`src/design/nsr_pkg.sv`:
```
// shared constants and types for the newton square root block
package nsr_pkg;

  localparam int unsigned WORD_W = 32;
  localparam int unsigned TOL_W = 16;
  localparam logic [TOL_W-1:0] TOL_RESET = 16'd6;

  localparam int unsigned MAX_ITER_DEFAULT = 32;
  localparam int unsigned FRAC_BITS_DEFAULT = 16;

  typedef enum logic [2:0] {
    ST_IDLE,
    ST_START,
    ST_DIV,
    ST_UPDATE,
    ST_CHECK,
    ST_DONE
  } nsr_state_e;

endpackage

```
`src/design/nsr_if.sv`:
```
// channel interfaces: radicand input, result output and tolerance write
interface nsr_in_if;
  import nsr_pkg::*;
  logic              valid;
  logic              ready;
  logic [WORD_W-1:0] radicand;
  modport source (output valid, output radicand, input ready);
  modport sink (input valid, input radicand, output ready);
endinterface

interface nsr_out_if;
  import nsr_pkg::*;
  logic              valid;
  logic              ready;
  logic [WORD_W-1:0] root;
  logic              not_converged;
  modport source (output valid, output root, output not_converged, input ready);
  modport sink (input valid, input root, input not_converged, output ready);
endinterface

interface nsr_cfg_if;
  import nsr_pkg::*;
  logic             valid;
  logic             ready;
  logic [TOL_W-1:0] tolerance;
  modport source (output valid, output tolerance, input ready);
  modport sink (input valid, input tolerance, output ready);
endinterface

```
`src/design/nsr_divider.sv`:
```
// restoring divider producing one quotient bit per cycle
module nsr_divider #(
  parameter int unsigned DVD_W = 48,
  parameter int unsigned DVS_W = 32
) (
  input  logic             clk_i,
  input  logic             rst_ni,
  input  logic             start_i,
  input  logic [DVD_W-1:0] dividend_i,
  input  logic [DVS_W-1:0] divisor_i,
  output logic             done_o,
  output logic [DVD_W-1:0] quotient_o
);

  localparam int unsigned CNT_W = $clog2(DVD_W + 1);

  logic             busy_q;
  logic [CNT_W-1:0] cnt_q;
  logic [DVS_W-1:0] rem_q;
  logic [DVD_W-1:0] dvd_q;

  logic [DVS_W:0] trial;
  logic [DVS_W:0] diff;
  logic           fits;

  always_comb begin
    trial = {rem_q, dvd_q[DVD_W-1]};
    diff  = trial - {1'b0, divisor_i};
    fits  = trial >= {1'b0, divisor_i};
  end

  assign done_o     = busy_q && (cnt_q == CNT_W'(1));
  assign quotient_o = dvd_q;

  always_ff @(posedge clk_i or negedge rst_ni) begin
    if (!rst_ni) begin
      busy_q <= 1'b0;
      cnt_q  <= '0;
    end else if (start_i) begin
      busy_q <= 1'b1;
      cnt_q  <= CNT_W'(DVD_W);
    end else if (busy_q) begin
      cnt_q <= cnt_q - CNT_W'(1);
      if (cnt_q == CNT_W'(1)) begin
        busy_q <= 1'b0;
      end
    end
  end

  // dividend bits shift out at the top while quotient bits shift in at the bottom
  always_ff @(posedge clk_i) begin
    if (start_i) begin
      rem_q <= '0;
      dvd_q <= dividend_i;
    end else if (busy_q) begin
      rem_q <= fits ? diff[DVS_W-1:0] : trial[DVS_W-1:0];
      dvd_q <= {dvd_q[DVD_W-2:0], fits};
    end
  end

endmodule

```
`src/design/newton_square_root.sv`:
```
// top level: square root of an unsigned fixed-point value by newton iteration
//
// rad_i carries one radicand per transaction (unsigned, FRACTION_BITS fraction
// bits in a 32-bit word); res_o returns one root in the same format together
// with not_converged. cfg_i writes the tolerance register; the user is to write
// it only while the block is idle, which is not enforced; it is always ready.
// the guess starts at 1.0 and each newton step divides the radicand, shifted
// up by FRACTION_BITS, by the guess in a restoring divider that yields one
// quotient bit per cycle. an item needs 1 to MAX_ITERATIONS steps; the
// result is then handed over to the output register and the block returns
// to idle to take the next radicand.
// one radicand is worked on at a time; rad_i.ready is high only while no item
// is in flight. the result sits in an output register, so a new radicand is
// taken while the previous result still waits; if the receiver stalls for
// longer than a whole item, the finished root waits inside until res_o frees.
// reset clears the control state and sets the tolerance to 6 lsb; no state
// but the tolerance is kept from one item to the next.
module newton_square_root #(
  parameter int unsigned MAX_ITERATIONS = nsr_pkg::MAX_ITER_DEFAULT,
  parameter int unsigned FRACTION_BITS  = nsr_pkg::FRAC_BITS_DEFAULT
) (
  input  logic      clk_i,
  input  logic      rst_ni,
  nsr_in_if.sink    rad_i,
  nsr_out_if.source res_o,
  nsr_cfg_if.sink   cfg_i
);

  import nsr_pkg::*;

  localparam int unsigned DVD_W  = WORD_W + FRACTION_BITS;
  localparam int unsigned ITER_W = $clog2(MAX_ITERATIONS + 1);

  nsr_state_e state_q, state_d;

  logic [TOL_W-1:0]  tol_q;
  logic [WORD_W-1:0] value_q, value_d;
  logic [WORD_W-1:0] x_q, x_d;
  logic [WORD_W-1:0] prev_q, prev_d;
  logic [ITER_W-1:0] iter_q, iter_d;
  logic              flag_q, flag_d;
  logic              out_valid_q, out_valid_d;
  logic [WORD_W-1:0] out_root_q, out_root_d;
  logic              out_flag_q, out_flag_d;

  logic              div_start;
  logic              div_done;
  logic [DVD_W-1:0]  quotient;
  logic [DVD_W:0]    sum;
  logic [WORD_W-1:0] new_guess;
  logic [WORD_W-1:0] delta;
  logic              rad_accept;
  logic              out_free;

  nsr_divider #(
    .DVD_W(DVD_W),
    .DVS_W(WORD_W)
  ) u_div (
    .clk_i     (clk_i),
    .rst_ni    (rst_ni),
    .start_i   (div_start),
    .dividend_i({value_q, {FRACTION_BITS{1'b0}}}),
    .divisor_i (x_q),
    .done_o    (div_done),
    .quotient_o(quotient)
  );

  assign rad_i.ready         = (state_q == ST_IDLE);
  assign rad_accept          = rad_i.valid && rad_i.ready;
  assign cfg_i.ready         = 1'b1;
  assign res_o.valid         = out_valid_q;
  assign res_o.root          = out_root_q;
  assign res_o.not_converged = out_flag_q;
  assign out_free            = !out_valid_q || res_o.ready;

  always_comb begin
    sum = {1'b0, quotient} + {{(DVD_W + 1 - WORD_W){1'b0}}, x_q};
    // halve, saturating anything above the word
    if (|sum[DVD_W:WORD_W+1]) begin
      new_guess = '1;
    end else begin
      new_guess = sum[WORD_W:1];
    end
    delta = (x_q >= prev_q) ? (x_q - prev_q) : (prev_q - x_q);
  end

  always_comb begin
    state_d     = state_q;
    value_d     = value_q;
    x_d         = x_q;
    prev_d      = prev_q;
    iter_d      = iter_q;
    flag_d      = flag_q;
    out_valid_d = out_valid_q;
    out_root_d  = out_root_q;
    out_flag_d  = out_flag_q;
    div_start   = 1'b0;

    if (out_valid_q && res_o.ready) begin
      out_valid_d = 1'b0;
    end

    case (state_q)
      ST_IDLE: begin
        if (rad_accept) begin
          value_d = rad_i.radicand;
          x_d     = WORD_W'(1) << FRACTION_BITS;
          iter_d  = '0;
          state_d = ST_START;
        end
      end
      ST_START: begin
        div_start = 1'b1;
        state_d   = ST_DIV;
      end
      ST_DIV: begin
        if (div_done) begin
          state_d = ST_UPDATE;
        end
      end
      ST_UPDATE: begin
        prev_d  = x_q;
        x_d     = new_guess;
        iter_d  = iter_q + ITER_W'(1);
        state_d = ST_CHECK;
      end
      ST_CHECK: begin
        // a zero guess wins over the tolerance test
        if (x_q == '0) begin
          flag_d  = 1'b1;
          state_d = ST_DONE;
        end else if (delta <= {{(WORD_W - TOL_W){1'b0}}, tol_q}) begin
          flag_d  = 1'b0;
          state_d = ST_DONE;
        end else if (iter_q == ITER_W'(MAX_ITERATIONS)) begin
          flag_d  = 1'b1;
          state_d = ST_DONE;
        end else begin
          state_d = ST_START;
        end
      end
      ST_DONE: begin
        if (out_free) begin
          out_valid_d = 1'b1;
          out_root_d  = x_q;
          out_flag_d  = flag_q;
          state_d     = ST_IDLE;
        end
      end
      default: begin
        state_d = ST_IDLE;
      end
    endcase
  end

  always_ff @(posedge clk_i or negedge rst_ni) begin
    if (!rst_ni) begin
      state_q     <= ST_IDLE;
      out_valid_q <= 1'b0;
      tol_q       <= TOL_RESET;
    end else begin
      state_q     <= state_d;
      out_valid_q <= out_valid_d;
      if (cfg_i.valid && cfg_i.ready) begin
        tol_q <= cfg_i.tolerance;
      end
    end
  end

  always_ff @(posedge clk_i) begin
    value_q    <= value_d;
    x_q        <= x_d;
    prev_q     <= prev_d;
    iter_q     <= iter_d;
    flag_q     <= flag_d;
    out_root_q <= out_root_d;
    out_flag_q <= out_flag_d;
  end

endmodule

```
`src/flat_wrapper.sv`:
```
// flat-port wrapper written by rule: the top's interface ports become plain ports
module newton_square_root_flat import nsr_pkg::*;
#(
  parameter int unsigned MAX_ITERATIONS = nsr_pkg::MAX_ITER_DEFAULT,
  parameter int unsigned FRACTION_BITS  = nsr_pkg::FRAC_BITS_DEFAULT
)
  (clk_i, rst_ni, rad_i_valid, rad_i_radicand, rad_i_ready, res_o_valid, res_o_root, res_o_not_converged, res_o_ready, cfg_i_valid, cfg_i_tolerance, cfg_i_ready);
  nsr_in_if rad_i_i ();
  nsr_out_if res_o_i ();
  nsr_cfg_if cfg_i_i ();
  input  logic clk_i;
  input  logic rst_ni;
  input wire logic [$bits(rad_i_i.valid)-1:0] rad_i_valid;
  input wire logic [$bits(rad_i_i.radicand)-1:0] rad_i_radicand;
  output wire logic [$bits(rad_i_i.ready)-1:0] rad_i_ready;
  output wire logic [$bits(res_o_i.valid)-1:0] res_o_valid;
  output wire logic [$bits(res_o_i.root)-1:0] res_o_root;
  output wire logic [$bits(res_o_i.not_converged)-1:0] res_o_not_converged;
  input wire logic [$bits(res_o_i.ready)-1:0] res_o_ready;
  input wire logic [$bits(cfg_i_i.valid)-1:0] cfg_i_valid;
  input wire logic [$bits(cfg_i_i.tolerance)-1:0] cfg_i_tolerance;
  output wire logic [$bits(cfg_i_i.ready)-1:0] cfg_i_ready;
  assign rad_i_i.valid = rad_i_valid;
  assign rad_i_i.radicand = rad_i_radicand;
  assign rad_i_ready = rad_i_i.ready;
  assign res_o_valid = res_o_i.valid;
  assign res_o_root = res_o_i.root;
  assign res_o_not_converged = res_o_i.not_converged;
  assign res_o_i.ready = res_o_ready;
  assign cfg_i_i.valid = cfg_i_valid;
  assign cfg_i_i.tolerance = cfg_i_tolerance;
  assign cfg_i_ready = cfg_i_i.ready;
  newton_square_root #(.MAX_ITERATIONS(MAX_ITERATIONS), .FRACTION_BITS(FRACTION_BITS)) u_core (.clk_i(clk_i), .rst_ni(rst_ni), .rad_i(rad_i_i), .res_o(res_o_i), .cfg_i(cfg_i_i));
endmodule
```
`config.mk`:
```
export PLATFORM = sky130hd
export DESIGN_NAME = newton_square_root_flat
export DESIGN_NICKNAME = d
export VERILOG_FILES = /design/src/design/nsr_pkg.sv /design/src/design/nsr_if.sv /design/src/design/nsr_divider.sv /design/src/design/newton_square_root.sv /design/src/flat_wrapper.sv
export SDC_FILE = /design/constraint.sdc
export NUM_CORES = 1
export LEC_CHECK = 0
export BUFFER_PORTS_ARGS = -buffer_cell sky130_fd_sc_hd__buf_2
export CORE_MARGIN = 1.5
export CORE_UTILIZATION = 45
export DETAILED_ROUTE_END_ITERATION = 16
export PLACE_DENSITY_LB_ADDON = 0.05
export REMOVE_ABC_BUFFERS = 1
export SLEW_MARGIN = 20
export SYNTH_ARGS = -nofsm -noshare
export SYNTH_HDL_FRONTEND = slang
export SYNTH_SLANG_ARGS = --single-unit
```
`constraint.sdc`:
```
create_clock -name clk_i -period 7.44 [get_ports clk_i]
set_input_delay 1.488 -clock clk_i [delete_from_list [all_inputs] [get_ports clk_i]]
set_output_delay 1.488 -clock clk_i [all_outputs]
set_load 0.01 [all_outputs]
```
==> flow_metrics.tcl <==
set metrics [dict create \
    critPathTopFamily "compound AO/OA/AOI/OAI gates" \
    drive_gt1_frac 0.0958 \
    hold_slack_ns 0.508 \
    finalSetupViolCount 0 \
    synth_most_common_cell "nand2_1" \
    synthTopCellsByCount "nand2_1 (190), a21oi_1 (186), edfxtp_1 (168), nor2_1 (147), ha_1 (146)" \
    crit_path_cell_trace "inv_1 > ha_1 > nand4_1 > nor4_1 > a41oi_1 > o211ai_1 > a21o_1 > mux2_2 > o22ai_1 > xor2_1 > ha_1 > nand4_1 > or2_2 > or3_1 > a2111oi_0 > a41oi_1 > nor3_1" \
    grt_max_degree 73 \
    reg2reg_depth 17 \
    core_sq_um 36400 \
    drcViolationCount 0 \
    synthFlopType "edfxtp_1" \
    drt_first_iter_violations 871 \
    synth-edff-count 168 \
    htreeDepth 1 \
    post-route-period-util 0.839 \
    worstReg2RegStart "u_core.x_q[27]" \
    clk_latency_ns 0.56 \
    crit_buf_inv 1 \
    chipWidth_microns 195 \
    drt-pass1-iter-count 5 \
    ys_ff_latch 243 \
    synth_top_area_frac 0.304 \
    stdcell_area_sq_um 18300 \
    cts_setup_buffers 0 \
    routedWlPerCell_microns 20.2 \
    fin_setup_tns_ns 0 \
    register_area_sq_um 6690 \
    rsz0062_at_grt "false" \
    timing.final.ws_setup_ns 1.20 \
    nets 2070 \
    num_antenna_cells 0 \
    cp_data_arrival_time_ns 6.50 \
    crit_fanout 21 \
    grt_pass1_vias 13135 \
    fmax_mhz 160 \
    status "finished clean" \
    io_pins 89 \
    slew_violations 0 \
    hp-start "u_core.value_q[3]" \
    r2r_slack_ns 1.20 \
    area.growth.synth_to_final_pct 10.5 \
    dpl.hpwl_mm 36.6 \
    via_count 13611 \
    rows 70 \
    die_area_sq_um 38000 \
    min_to "u_core.u_div.quotient_o[19]" \
    track_usage 0.249 \
    hold_path_class "reg2reg" \
    yosysSeqAreaShare 0.403 \
    critPathSlowestCell "nor4_1" \
    grt_pass1_wl_mm 74.3 \
    multi_input_area_sq_um 9110 \
    wl_mm 47.7 \
    drtAntennaViolNets 0 \
    cts_root_buf "clkbuf_16" \
    clk_path_buf_depth 3 \
    final_hold_viol_count 0 \
    cts_tree "done" \
    antenna_found_initial 1 \
    netlist_top_cells_area "edfxtp_1 (30%), ha_1 (11%), dfxtp_1 (5.8%), a21oi_1 (5.6%), nand2_1 (4.3%)" \
    syn_area_sq_um 16600 \
    clk_pin_slew_ns 0.06 \
    cts_num_sinks 243 \
    grt-ovfl-total 0 \
    ys_async_sr_fraction 0.111 \
    tightestPinTransition_ns 0.971 \
    post-route-min-period_ns 6.24 \
    cp.required_ns 7.69 \
    synth_top_area_cell "edfxtp_1" \
    dpl_worst_slack_ns 1.30 \
    yosys_warnings 0 \
    cts-resized-gates 0 \
    numCtsBuffers 28 \
    avgSynthCellArea_sq_um 9.13 \
    fin_worst_skew_ns 0.0191 \
    dpl_cell_area_sq_um 17400 \
    initial_core_util 0.455 \
    max_stage_delay_ns 0.59 \
    holdPathStages 2 \
    hold_buffers 0 \
    fp.dieH_microns 195 \
    synth.distinct_cells 78 \
    rr_endpoint "u_core.flag_q" \
    vias_per_cell 5.77 \
    nFillCells 3469 \
    syn-instance-count 1815 \
    slew_headroom 0.346 \
    port_buffers 87 \
    end_kind "flip-flop" \
    cp-start-kind "flip-flop" \
    routabilityCongestion 0.959 \
    crit_type "reg2reg" \
    max_cap_violations 0 \
]
==> worst min-delay path: stages, from the launching register on <==
cell and delay, ns:
edfxtp_1 0.32, nand2_1 0.04, nand2_1 0.04
==> cells by family (layout without fill, tap and decap cells) <==
| logic type | after synthesis | count (layout) | share of synthesized area |
|---|---|---|---|
| compound gates | 507 | 507 | 0.193 |
| xor+xnor | 103 | 103 | 0.0544 |
| fa+ha+maj | 150 | 150 | 0.115 |
| buf+inv | 196 | 270 | 0.0479 |
| flops | 243 | 243 | 0.403 |
| mux | 38 | 38 | 0.0233 |
| other cells | 1 | 1 | 0.000226 |
| simple gates | 577 | 577 | 0.163 |
==> layer usage <==
layer  up-vias  share of wire  GRT usage
met1      6520           0.49      0.360
met3        67          0.044     0.0265
met5         -              0          0
met2       335           0.44      0.394
li1       6689              -          -
met4         0          0.025     0.0706
==> layout make-up <==
class,count,area share
Clock buffer,31,0.0406
Clock inverter,21,0.0119
Inverter,118,0.0242
Multi-Input combinational cell,1376,0.497
Sequential cell,243,0.365
Tap cell,468,0.0320
Timing Repair Buffer,100,0.0291
==> placed cells by master (no fill, tap or decap), types with 7 or more instances in the layout <==
| cell | Yosys | layout |
|---|---|---|
| o21ai_0 | 116 | 116 |
| nand4_1 | 34 | 34 |
| o21a_1 | 14 | 14 |
| nor2b_1 | 17 | 17 |
| buf_4 | 2 | 13 |
| a21oi_1 | 186 | 186 |
| xnor2_1 | 58 | 58 |
| xor2_1 | 45 | 45 |
| dfrtp_1 | 25 | 24 |
| and2_1 | 9 | 7 |
| dfxtp_1 | 48 | 48 |
| nor2_1 | 147 | 147 |
| nor4_1 | 14 | 14 |
| nor3_1 | 28 | 28 |
| ha_1 | 146 | 146 |
| clkbuf_16 | 0 | 29 |
| or3_1 | 12 | 12 |
| nand3_1 | 63 | 63 |
| a211oi_1 | 37 | 37 |
| nand2_1 | 190 | 190 |
| o211ai_1 | 14 | 14 |
| or2_2 | 7 | 7 |
| nand2b_1 | 22 | 22 |
| inv_1 | 118 | 117 |
| buf_2 | 22 | 87 |
| mux2i_1 | 34 | 34 |
| and3_1 | 16 | 15 |
| and4_1 | 9 | 9 |
| o21bai_1 | 18 | 18 |
| a21o_1 | 37 | 37 |
| a31oi_1 | 10 | 10 |
| edfxtp_1 | 168 | 168 |
==> worst max path at each step <==
stage	start	end	slack, ns	cells after the start
global route	u_core.x_q[27]	u_core.flag_q	0.87	17
detailed placement	u_core.x_q[27]	u_core.flag_q	1.30	17
finish	u_core.x_q[27]	u_core.flag_q	1.20	17
CTS	u_core.x_q[27]	u_core.flag_q	1.27	17
global placement	u_core.x_q[27]	u_core.flag_q	1.48	17
floorplan	u_core.x_q[27]	u_core.flag_q	2.15	17
==> state kept, by name, summed over array words and instances (netlist names), 3 cells and up <==
register / flops
u_core.u_div.quotient_o: 48
u_core.prev_q: 32
u_core.res_o.root: 32
u_core.u_div.rem_q: 32
u_core.value_q: 32
u_core.x_q: 32
u_core.tol_q: 16
u_core.iter_q: 6
u_core.u_div.cnt_q: 6
u_core.state_q: 3
==> stage by stage <==
stage	utilization	cells
floorplan	-	1737
global placement	0.477	2305
detailed placement	0.477	2305
CTS	0.503	2357
global route	0.503	2357
finish	0.503	2357
Power is not shown: default switching activity piles up to over one toggle a cycle in this logic, so the estimate is an artifact.
